===== config.mk =====
export PLATFORM = sky130hd
export DESIGN_NAME = sktl_cell
export DESIGN_NICKNAME = d
export VERILOG_FILES = /design/src/hw/rtl/sktl_pkg.sv /design/src/hw/rtl/sktl_cell.sv
export SDC_FILE = /design/constraint.sdc
export NUM_CORES = 1
export LEC_CHECK = 0
export BUFFER_PORTS_ARGS = -buffer_cell sky130_fd_sc_hd__buf_2
export CORE_MARGIN = 4
export CORE_UTILIZATION = 47
export CTS_CLUSTER_DIAMETER = 40
export DETAILED_ROUTE_END_ITERATION = 8
export PLACE_DENSITY = 0.81
export SETUP_SLACK_MARGIN = 0.3
export SYNTH_ARGS = -nofsm -noshare
export SYNTH_HDL_FRONTEND = slang
export SYNTH_SLANG_ARGS = --single-unit

===== constraint.sdc =====
create_clock -name clock -period 4.8 [get_ports clock]
set_clock_uncertainty 0.05 [all_clocks]
set_input_delay 0.96 -clock clock [delete_from_list [all_inputs] [get_ports clock]]
set_output_delay 0.96 -clock clock [all_outputs]
set_load 0.02 [all_outputs]

===== src/hw/rtl/sktl_pkg.sv =====
// Shared widths, command codes and cell control type for the sorted key table.
// No dependencies.
`default_nettype none

package sktl_pkg;

   localparam int KEY_W     = 64;
   localparam int CMD_W     = 2;
   localparam int ENTRIES_W = 9;
   localparam int DEPTH_DEF = 256;

   localparam logic [CMD_W-1:0] CMD_INSERT = 2'd0;
   localparam logic [CMD_W-1:0] CMD_LOOKUP = 2'd1;
   localparam logic [CMD_W-1:0] CMD_CLEAR  = 2'd2;

   // broadcast from the top level to every cell
   typedef struct packed {
      logic             load;    // item accepted this cycle
      logic             ins_en;  // insert with room left
      logic             lookup;  // lookup item
      logic [KEY_W-1:0] key;     // request key
   } cell_ctrl_type;

endpackage

`default_nettype wire


===== src/hw/rtl/sktl_cell.sv =====
// One slot of the sorted key chain: holds a key, compares it against the
// broadcast request, shifts up on insert. Depends on sktl_pkg.
`default_nettype none

module sktl_cell
   import sktl_pkg::*;
#(
   parameter int CNT_W    = 9,
   parameter int CELL_IDX = 0
) (
   input  wire logic             clock,
   input  wire cell_ctrl_type    ctrl,
   input  wire logic [CNT_W-1:0] count,
   input  wire logic             prev_after,
   input  wire logic [KEY_W-1:0] prev_key,
   output logic                  after,
   output logic      [KEY_W-1:0] key_out,
   output logic                  hit
);

   localparam logic [CNT_W-1:0] IDX = CNT_W'(CELL_IDX);

   logic [KEY_W-1:0] key_ff, key_in;
   logic             hit_ff, hit_in;
   logic             occupied;

   assign occupied = IDX < count;
   // slot lies at or past the insert point (empty slots always do)
   assign after    = !occupied || (key_ff > ctrl.key);

   always_comb begin
      key_in = key_ff;
      if (ctrl.ins_en) begin
         if (prev_after) begin
            key_in = prev_key;
         end else if (after) begin
            key_in = ctrl.key;
         end
      end
      hit_in = ctrl.lookup && occupied && (key_ff == ctrl.key);
   end

   always_ff @(posedge clock) begin
      if (ctrl.load) begin
         key_ff <= key_in;
         hit_ff <= hit_in;
      end
   end

   assign key_out = key_ff;
   assign hit     = hit_ff;

endmodule

`default_nettype wire


---- After elaboration in Yosys (flattened, before gate mapping) ----
Index checks and enable logic that the tools add are counted.
operators by class
  order comparisons ....................... 2
  equal/unequal tests ..................... 1
  mux-type cells .......................... 2
  reduce and logical (&&, ||, !) cells .... 6
operator list
  kind                                               number
  two-way mux 64 bit                                 2
  equality test 64 bit                               1
  > comparator 64 bit                                1
  < comparator 1 x 9 -> 1 bit, first input constant  1
  AND reduction 3 bit                                1
  logical AND 1 bit                                  2
  nonzero test 2 bit                                 1
  zero test 1 bit                                    1
  logical OR 1 bit                                   1
storage, ports and cells
  output and inout port bits .............. 66
  logic and storage cells ................. 13
  flip-flop bits (word level) ............. 65
  input port bits ......................... 142

---- Longest topological paths before layout ----
Gate-level depths: netlist of run 1.
  word-level depth ........................ 5
  mapped depth ............................ 9
  mapped depth without buffers ............ 9

---- Least setup slack after synthesis of run 1 ----
OpenSTA, ideal clock, no wires.
  path type ............................... input -> register
  start point ............................. in ctrl[30] in the netlist's numbering
  end point ............................... reg key_ff[0], in the netlist key_out[0] (enable)
  data required time ...................... 4323 ps
  path slack .............................. 562 ps
  arrival time ............................ 3761 ps
  stages on the path ...................... 9
  cells stage by stage .................... inv_1 ha_1 nand4_2 nor4_4 a221oi_1 o21ai_1 nand3_1 nand4b_1 o2111a_1
between the ends
  longest elaborated chain between the ends .. 4
RTL lines
  what                                  RTL line         source
  from (decl)                           sktl_cell.sv:12  input wire cell_ctrl_type ctrl,
  > comparator 64 bit                   sktl_cell.sv:29  assign after = !occupied || (key_ff > ctrl.key);
  logical OR 1 bit                      sktl_cell.sv:29
  nonzero test 2 bit (no source line)   --
  AND reduction 3 bit (no source line)  --
  to (signal assigned)                  sktl_cell.sv:45  key_ff <= key_in;
  to (decl)                             sktl_cell.sv:23  logic [KEY_W-1:0] key_ff, key_in;
No other way between the ends.
A chain may end at the register's enable or synchronous reset.

---- Worst setup path after layout of run 1 ----
  start point ............................. in ctrl[14] in the netlist's numbering
  end point ............................... out after
between the ends
  longest elaborated chain between the ends .. 2
RTL lines
  what                 RTL line         source
  > comparator 64 bit  sktl_cell.sv:29
  logical OR 1 bit     sktl_cell.sv:29
  to (decl)            sktl_cell.sv:16  output logic after,
No other way between the ends.

==> summary.txt, run 1 <==
Post-CTS Hold Buffers = 0
Initial Utilization = 48.6%
Buffers on Ports = 207
H-tree levels = 3
Yosys top cell by area = edfxtp_1
initial antenna violation count = 0
post-CTS sizing = 0
RSZ-0062 raised after global routing = no
GRT Util Overall = 21.4%
Yosys reg bits = 65
Synth cell types = 29
Clock Latency Late Sink = 0.34 ns
first-pass GRT wire length = 17700 µm
synthesized cell area = 4260 µm²
Setup Fix Bufs, Post-CTS = 0
Setup TNS = 0 ns
register area share after synthesis = 45.8%
number of synthesized flops with an enable pin = 65
Longest Clk Path Bufs = 2
compound-gate portion of the synthesized area = 14.3%
kind of path behind the tightest hold check = input port to register
post-route ant nets = 0
drt first pass iters = 4
Synthesized Nets = 656
simple-gate share of the synthesized area = 13.7%
Final Max Tran Viols = 0
Max Freq = 255 MHz
HPWL Detailed = 9430 µm
Nets = 862
Yosys top cell area share = 45.8%
PwrDens = 262 nW/µm²
post-DR vias/cell = 5.14
relative slew slack = 57.0%
Iter 0 DRT Violations = 146
maximum VDD drop = 0.000159 V
Post-Synth XOR/XNOR Area = 0%
final period utilization = 81.8%
outcome = complete, no violations
top post-synthesis cells by area = edfxtp_1 (46%), ha_1 (19%), o21ai_0 (8.3%), nand2_1 (7.3%), inv_1 (5.9%)
total CTS buffers = 9
Post-Layout Cell Count = 769
I/O Pins = 208
largest family of logic cells by synthesized area = adder cells
layout cells sized above 1 = 34.6%
Area Overhead vs Synth = 31.7%
crit start category = input port
wire per inst = 15.0 µm
Routed WL = 11600 µm
Syn Inst Count = 450
Die ar. = 10700 µm²
Core ar. = 8760 µm²
DR vias = 3951
synth cell count leaders = nand2_1 (83), o21ai_0 (71), inv_1 (67), edfxtp_1 (65), ha_1 (64)
CP required = 3.79 ns
chip height = 103 µm
leakage = 2.83 nW
antenna cells = 0
vias in the first global route = 3920
Final Hold Fails = 0
Clock Tree Root = clkbuf_8
Synthesis Warnings = 0
clk sinks = 65
worst-margin pin slew = 0.646 ns
# setup viols final = 0
syn avg cell area = 9.47 µm²
placed instance count = 753
WP data arrival = 2.92 ns
Period minus WS final = 3.93 ns
max cap viols = 0
clk slew on worst S/H paths = 0.06 ns
Worst Path Max Fanout = 3
Setup crit end kind = output port
largest net degree at the start of global routing = 78
multiplexer area fraction after synthesis = 0.264%
# rows = 34
DRC viols = 0
kind of critical path = input port to output port
Die Wd = 103 µm
FFs w/ async S/R, synth = 0%
TritonCTS clock tree = yes
routability cong. = 0.859
Adder-Cell Fraction of Synth Area = 18.8%
most common cell in the netlist = nand2_1
Primary FF master, synth = edfxtp_1
GRT overflow = 0
## routing by layer
| layer | vias up | track usage (%) | wire length [µm] |
|---|---|---|---|
| met5 | - | 0 | 0 |
| met1 | 1793 | 26.6 | 4720 |
| met4 | 0 | 9.56 | 283 |
| met2 | 143 | 36.9 | 5790 |
| met3 | 23 | 3.15 | 756 |
| li1 | 1992 | - | - |
## cells in the final DEF (no fill, tap or decap), drive strengths merged, types with 6 or more instances in the layout
master and count:
nor3 6, a21oi 29, clkbuf 12, nand2 83, ha 64, edfxtp 65, nand4 11, o21ai 75
buf 209, nor2 9, nand3 8, inv 67
## worst paths after layout
check,cells after the start,startpoint,to,slack [ns]
worst min register to register,5,key_out[2],hit,0.99
worst max register to register,8,key_out[14],key_out[42],1.92
worst min-delay path,1,ctrl[66],hit,0.80
worst max-delay path,10,ctrl[14],after,0.87
## state kept, by name, summed over array words and instances, names as in the netlist
| signal | flops |
|---|---|
| hit | 1 |
| key_out | 64 |
## power by group
| part | internal [W] | switching, W | total (W) |
|---|---|---|---|
| Sequential | 0.000661 | 0.0000143 | 0.000676 |
| Clock | 0.000290 | 0.000209 | 0.000500 |
| Combinational | 0.000123 | 0.000172 | 0.000295 |
| Total | 0.00107 | 0.000396 | 0.00147 |
## layout make-up
type	count	area [µm²]
flip-flops and latches	65	1950
clock inverters	4	67.6
well taps	108	135
multi-input cells	304	2010
inverters	67	251
fillers	749	3150
repair buffers	209	1070
clock buffers	12	135
## kinds of logic (layout without fill, tap and decap cells)
family / Yosys count / in the layout
flops: 65 / 65
simple gates: 124 / 124
fa+ha+maj: 64 / 64
compound gates: 115 / 115
buf+inv: 81 / 292
mux: 1 / 1
## through the flow
step / instance area (µm²) / setup slack (ns) / total power (W) / hold slack, ns / util [%]
after global routing: 5620 / 0.761 / 0.00155 / 0.791 / 64.1
after detailed placement: 5410 / 0.914 / 0.000985 / 0.987 / 61.8
after floorplan: 4260 / 0.562 / 0.000858 / 1.02 / -
final: 5620 / 0.871 / 0.00147 / 0.803 / 64.1
after global placement: 5410 / 0.899 / 0.000973 / 0.976 / 61.8
after CTS: 5620 / 0.914 / 0.00148 / 0.782 / 64.1
## worst max-delay path, stage by stage
cell,delay (ns)
buf_2,0.07
inv_1,0.04
ha_1,0.32
nand4_1,0.16
nor4_1,0.51
a221oi_1,0.17
a21oi_1,0.17
nand4b_1,0.16
o21a_1,0.18
buf_2,0.18
(Power assumes the default switching activity.)
==> inputs of run 2 (changes only) <==
- clock period: 4.8 -> 4 ns (I/O delays scaled with it)
==> run 2 against run 1 <==
Effect of this change:
- hold slack worse by 0.14 ns
- register-to-register slack worse by 0.80 ns
- design area is 0.18% higher
- critical path type unchanged
==> summary.txt, run 2 (synthesis results as in run 1) <==
outcome = complete, no violations
Worst Path Max Fanout = 4
maximum VDD drop = 0.000165 V
max cap viols = 0
CP required = 3.15 ns
# rows = 34
clk slew on worst S/H paths = 0.07 ns
PwrDens = 315 nW/µm²
Buffers on Ports = 207
Longest Clk Path Bufs = 2
initial antenna violation count = 0
Critical R2R Launch = key_out[55]
Clock Power Share = 34.3%
Area Overhead vs Synth = 32.0%
worst-margin pin slew = 0.554 ns
Period minus WS final = 3.51 ns
Nets = 863
Max stage delay cell, worst path = ha_1
total CTS buffers = 9
post-route ant nets = 0
vias in the first global route = 3828
Max Freq = 285 MHz
DR vias = 3953
chip height = 103 µm
kind of path behind the tightest hold check = input port to register
TritonCTS clock tree = yes
I/O Pins = 208
Clock Tree Root = clkbuf_8
Setup TNS = 0 ns
hold_sp = ctrl[66]
antenna cells = 0
switching part of the total power = 27.2%
Layout Utilization = 64.2%
worst path cell trace = buf_2, inv_1, ha_1, nand4_1, nor3_2, and3_4, nand4_4, a21oi_1, nand4b_1, o21a_1, buf_2
drt first pass iters = 4
CP peak stage delay = 0.32 ns
Flop pwr share = 45.7%
# setup viols final = 0
HPWL Detailed = 9470 µm
routability cong. = 0.872
wire per inst = 14.9 µm
Setup crit end kind = output port
Clock Latency Late Sink = 0.33 ns
CP startpoint = ctrl[55]
combinational power share = 20.0%
final period utilization = 87.7%
Internal = 0.00129 W
RSZ-0062 raised after global routing = no
Die ar. = 10700 µm²
Final Max Tran Viols = 0
most frequent cells in the layout = buf_2 (206), nand2_1 (83), o21ai_0 (71), inv_1 (67), edfxtp_1 (65)
max FFs per register = 64
sw power = 0.000481 W
WP data arrival = 2.66 ns
GRT Util Overall = 20.9%
Routed WL = 11500 µm
most common cell after layout, fill and taps aside = buf_2
relative slew slack = 63.0%
post-DR vias/cell = 5.13
largest net degree at the start of global routing = 66
worst hold stages = 1
Initial Utilization = 48.6%
reg2reg path depth = 9
clk sinks = 65
Final Hold Fails = 0
crit start category = input port
DRC viols = 0
H-tree levels = 3
Iter 0 DRT Violations = 133
Core ar. = 8760 µm²
most frequent CP cell = buf_2
kind of critical path = input port to output port
first-pass GRT wire length = 17400 µm
leakage = 2.84 nW
layout cells sized above 1 = 35.3%
GRT overflow = 0
Die Wd = 103 µm
run 2: cell count changes in the layout (fill, tap and decap cells not counted), sizes merged:
cell      change
clkinv        -1
clkinvlp      +2
buf           +1
clkbuf        -1
run 2: through the flow:
step	hold slack (ns)	std cells	setup WS, ns	area, µm²	total power, W
after floorplan	0.862	450	0.584	4260	0.00103
after global placement	0.968	754	0.491	5410	0.00117
after detailed placement	0.980	754	0.438	5410	0.00118
after CTS	0.650	770	0.431	5620	0.00179
after global routing	0.643	770	0.331	5630	0.00187
final	0.667	770	0.492	5630	0.00177
run 2: final timing paths:
check	endpoint	slack (ns)
worst min register to register	hit	0.97
worst max register to register	key_out[38]	1.12
worst min-delay path	hit	0.67
worst max-delay path	after	0.49
run 2: worst max-delay path, delay by kind of cell:
| kind | cells | cell delay, ns |
|---|---|---|
| fa+ha+maj | 1 | 0.32 |
| simple gates | 5 | 0.91 |
| buf+inv | 3 | 0.31 |
| compound gates | 2 | 0.33 |
run 2: layout make-up:
type	count	area [µm²]
clock buffer	11	131
clock inverter	5	80.1
fill	756	3140
inverter	67	251
multi-input combinational	304	2010
sequential	65	1950
tap	108	135
timing repair buffer	210	1060
run 2: what timing repair did:
| item | 4_1_cts | 5_1_grt |
|---|---|---|
| setup endpoints to repair | 0 | 1 |
| gates resized for setup | 0 | 1 |
| hold buffers | 0 | 0 |
| setup buffers | 0 | 0 |
run 2: layer usage:
layer  vias to the layer above  global-route usage (%)  part of all wire (%)
li1                       1993                       -                     -
met1                      1805                    25.9                    41
met2                       134                    37.0                    51
met3                        21                    3.76                   6.3
met4                         0                    6.77                   2.1
met5                         -                       0                     0
run 2: power by group through the flow:
stage | clock (W) | sequential (W) | combinational [W]
after floorplan | 0 | 0.000861 | 0.000168
after global placement | 0 | 0.000824 | 0.000343
after detailed placement | 0 | 0.000826 | 0.000356
after CTS | 0.000617 | 0.000811 | 0.000357
after global routing | 0.000652 | 0.000814 | 0.000403
final | 0.000608 | 0.000811 | 0.000354
==> inputs of run 3 (changes only) <==
- CTS_BUF_LIST: not set -> sky130_fd_sc_hd__clkbuf_4 sky130_fd_sc_hd__clkbuf_8 sky130_fd_sc_hd__clkbuf_16
- clock period: 4 -> 3.65 ns (I/O delays scaled with it)
==> run 3 against run 2 <==
Effect of this change:
- utilization is 0.53 points higher
- first-iteration DRC count fell by 23%
- non-clock buffer count up 2
- sequential power rose by 9.5%
- register-to-register slack worse by 0.22 ns
- critical path depth unchanged
- count of clock-buffer cells in the layout unchanged
- final cell count is 0.26% higher
- largest cell class unchanged
==> summary.txt, run 3 (synthesis results as in run 1) <==
Final Max Tran Viols = 0
kind of path behind the tightest hold check = input port to register
chip height = 103 µm
DR vias = 3905
final period utilization = 89.1%
Post-Layout Cell Count = 772
most frequent cells in the layout = buf_2 (205), nand2_1 (83), o21ai_0 (71), inv_1 (67), edfxtp_1 (65)
Iter 0 DRT Violations = 102
worst hold stages = 1
Period minus WS final = 3.25 ns
hold_sp = ctrl[66]
Longest Clk Path Bufs = 2
Setup TNS = 0 ns
Max stage delay cell, worst path = ha_1
PwrDens = 347 nW/µm²
H-tree levels = 3
Max Freq = 307 MHz
first-pass GRT wire length = 17400 µm
Core ar. = 8760 µm²
most common cell after layout, fill and taps aside = buf_2
Die Wd = 103 µm
RSZ-0062 raised after global routing = no
routability cong. = 0.860
most frequent CP cell = buf_4
Area Overhead vs Synth = 33.0%
worst-margin pin slew = 0.590 ns
largest net degree at the start of global routing = 70
drt first pass iters = 4
Clock Tree Root = clkbuf_8
Die ar. = 10700 µm²
Clock Latency Late Sink = 0.33 ns
layout cells sized above 1 = 36.0%
GRT overflow = 0
vias in the first global route = 3846
max FFs per register = 64
outcome = complete, no violations
setup slack, reg-to-reg = 0.90 ns
Routed WL = 11500 µm
Initial Utilization = 48.6%
total CTS buffers = 9
DRC viols = 0
Post-CTS Hold Buffers = 0
reg2reg path depth = 9
RR Endpoint = key_out[61]
family with the most delay on the worst path = simple AND/OR/NAND/NOR gates
Buffers on Ports = 207
leakage = 2.86 nW
crit start category = input port
I/O Pins = 208
CP required = 2.87 ns
initial antenna violation count = 0
antenna cells = 0
maximum VDD drop = 0.000202 V
Critical R2R Launch = key_out[25]
Final Hold Fails = 0
relative slew slack = 60.7%
CP peak stage delay = 0.31 ns
clk sinks = 65
WP data arrival = 2.47 ns
wire per inst = 14.9 µm
Worst Path Max Fanout = 4
worst path cell trace = buf_2, inv_1, ha_1, nand4_2, nor4_4, buf_4, nand4_4, a21oi_1, nand4b_1, o21a_1, buf_4
# rows = 34
Hold Crit Endpoint = hit
kind of critical path = input port to output port
TritonCTS clock tree = yes
GRT Util Overall = 21.0%
buffer and inverter count on the worst path = 4
Setup crit end kind = output port
HPWL Detailed = 9400 µm
# setup viols final = 0
Nets = 865
post-DR vias/cell = 5.06
clk slew on worst S/H paths = 0.07 ns
post-route ant nets = 0
placed instance count = 754
max cap viols = 0
[run 3: what timing repair did]
| action | 4_1_cts | 5_1_grt |
|---|---|---|
| endpoints found under the hold margin | 0 | 0 |
| buffers inserted | 0 | 2 |
| gates resized for setup | 0 | 4 |
| endpoints found under the setup margin | 0 | 1 |
[run 3: final cells by class]
type | count | area, µm²
Sequential cell | 65 | 1950
Fill cell | 746 | 3090
Clock buffer | 11 | 139
Timing Repair Buffer | 212 | 1090
Multi-Input combinational cell | 304 | 2020
Inverter | 67 | 251
Clock inverter | 5 | 80.1
Tap cell | 108 | 135
[run 3: how the worst max path moves through the flow]
stage	to	from	slack (ns)	depth (start not counted)
after global routing	after	ctrl[25]	0.30	11
final	after	ctrl[25]	0.40	11
after detailed placement	after	ctrl[25]	0.33	11
after floorplan	key_out[0]	ctrl[30]	0.30	9
after CTS	after	ctrl[29]	0.32	11
after global placement	after	ctrl[37]	0.38	11
[run 3: report_power, final]
group	switching (W)	internal (W)	leakage, nW
combinational	0.000227	0.000162	2.15
sequential	0.0000188	0.000869	0.607
clock	0.000290	0.000400	0.108
total	0.000536	0.00143	2.86
[run 3: metrics by stage]
stage	util [%]	setup slack, ns	power (W)	area [µm²]	hold slack (ns)
2_1_floorplan	-	0.304	0.00113	4260	0.792
3_3_place_gp	61.9	0.375	0.00128	5420	0.898
3_5_place_dp	61.9	0.330	0.00129	5420	0.900
4_1_cts	64.3	0.321	0.00198	5640	0.556
5_1_grt	64.7	0.297	0.00206	5670	0.561
6_report	64.7	0.398	0.00197	5670	0.573
[run 3: layer usage]
layer / up-vias / track usage (%) / routed length (µm)
met5: - / 0 / 0
met1: 1760 / 26.0 / 4810
met3: 21 / 2.82 / 707
li1: 2000 / - / -
met4: 0 / 7.67 / 268
met2: 124 / 37.4 / 5760
[run 3: worst register-to-register path, stage by stage, from the launching register on]
cell	delay, ns
edfxtp_1	0.41
ha_1	0.33
nand4_2	0.16
nor4_4	0.30
buf_4	0.17
nand4_4	0.10
a21oi_1	0.14
nand4b_1	0.17
o2111a_2	0.23
buf_12	0.33
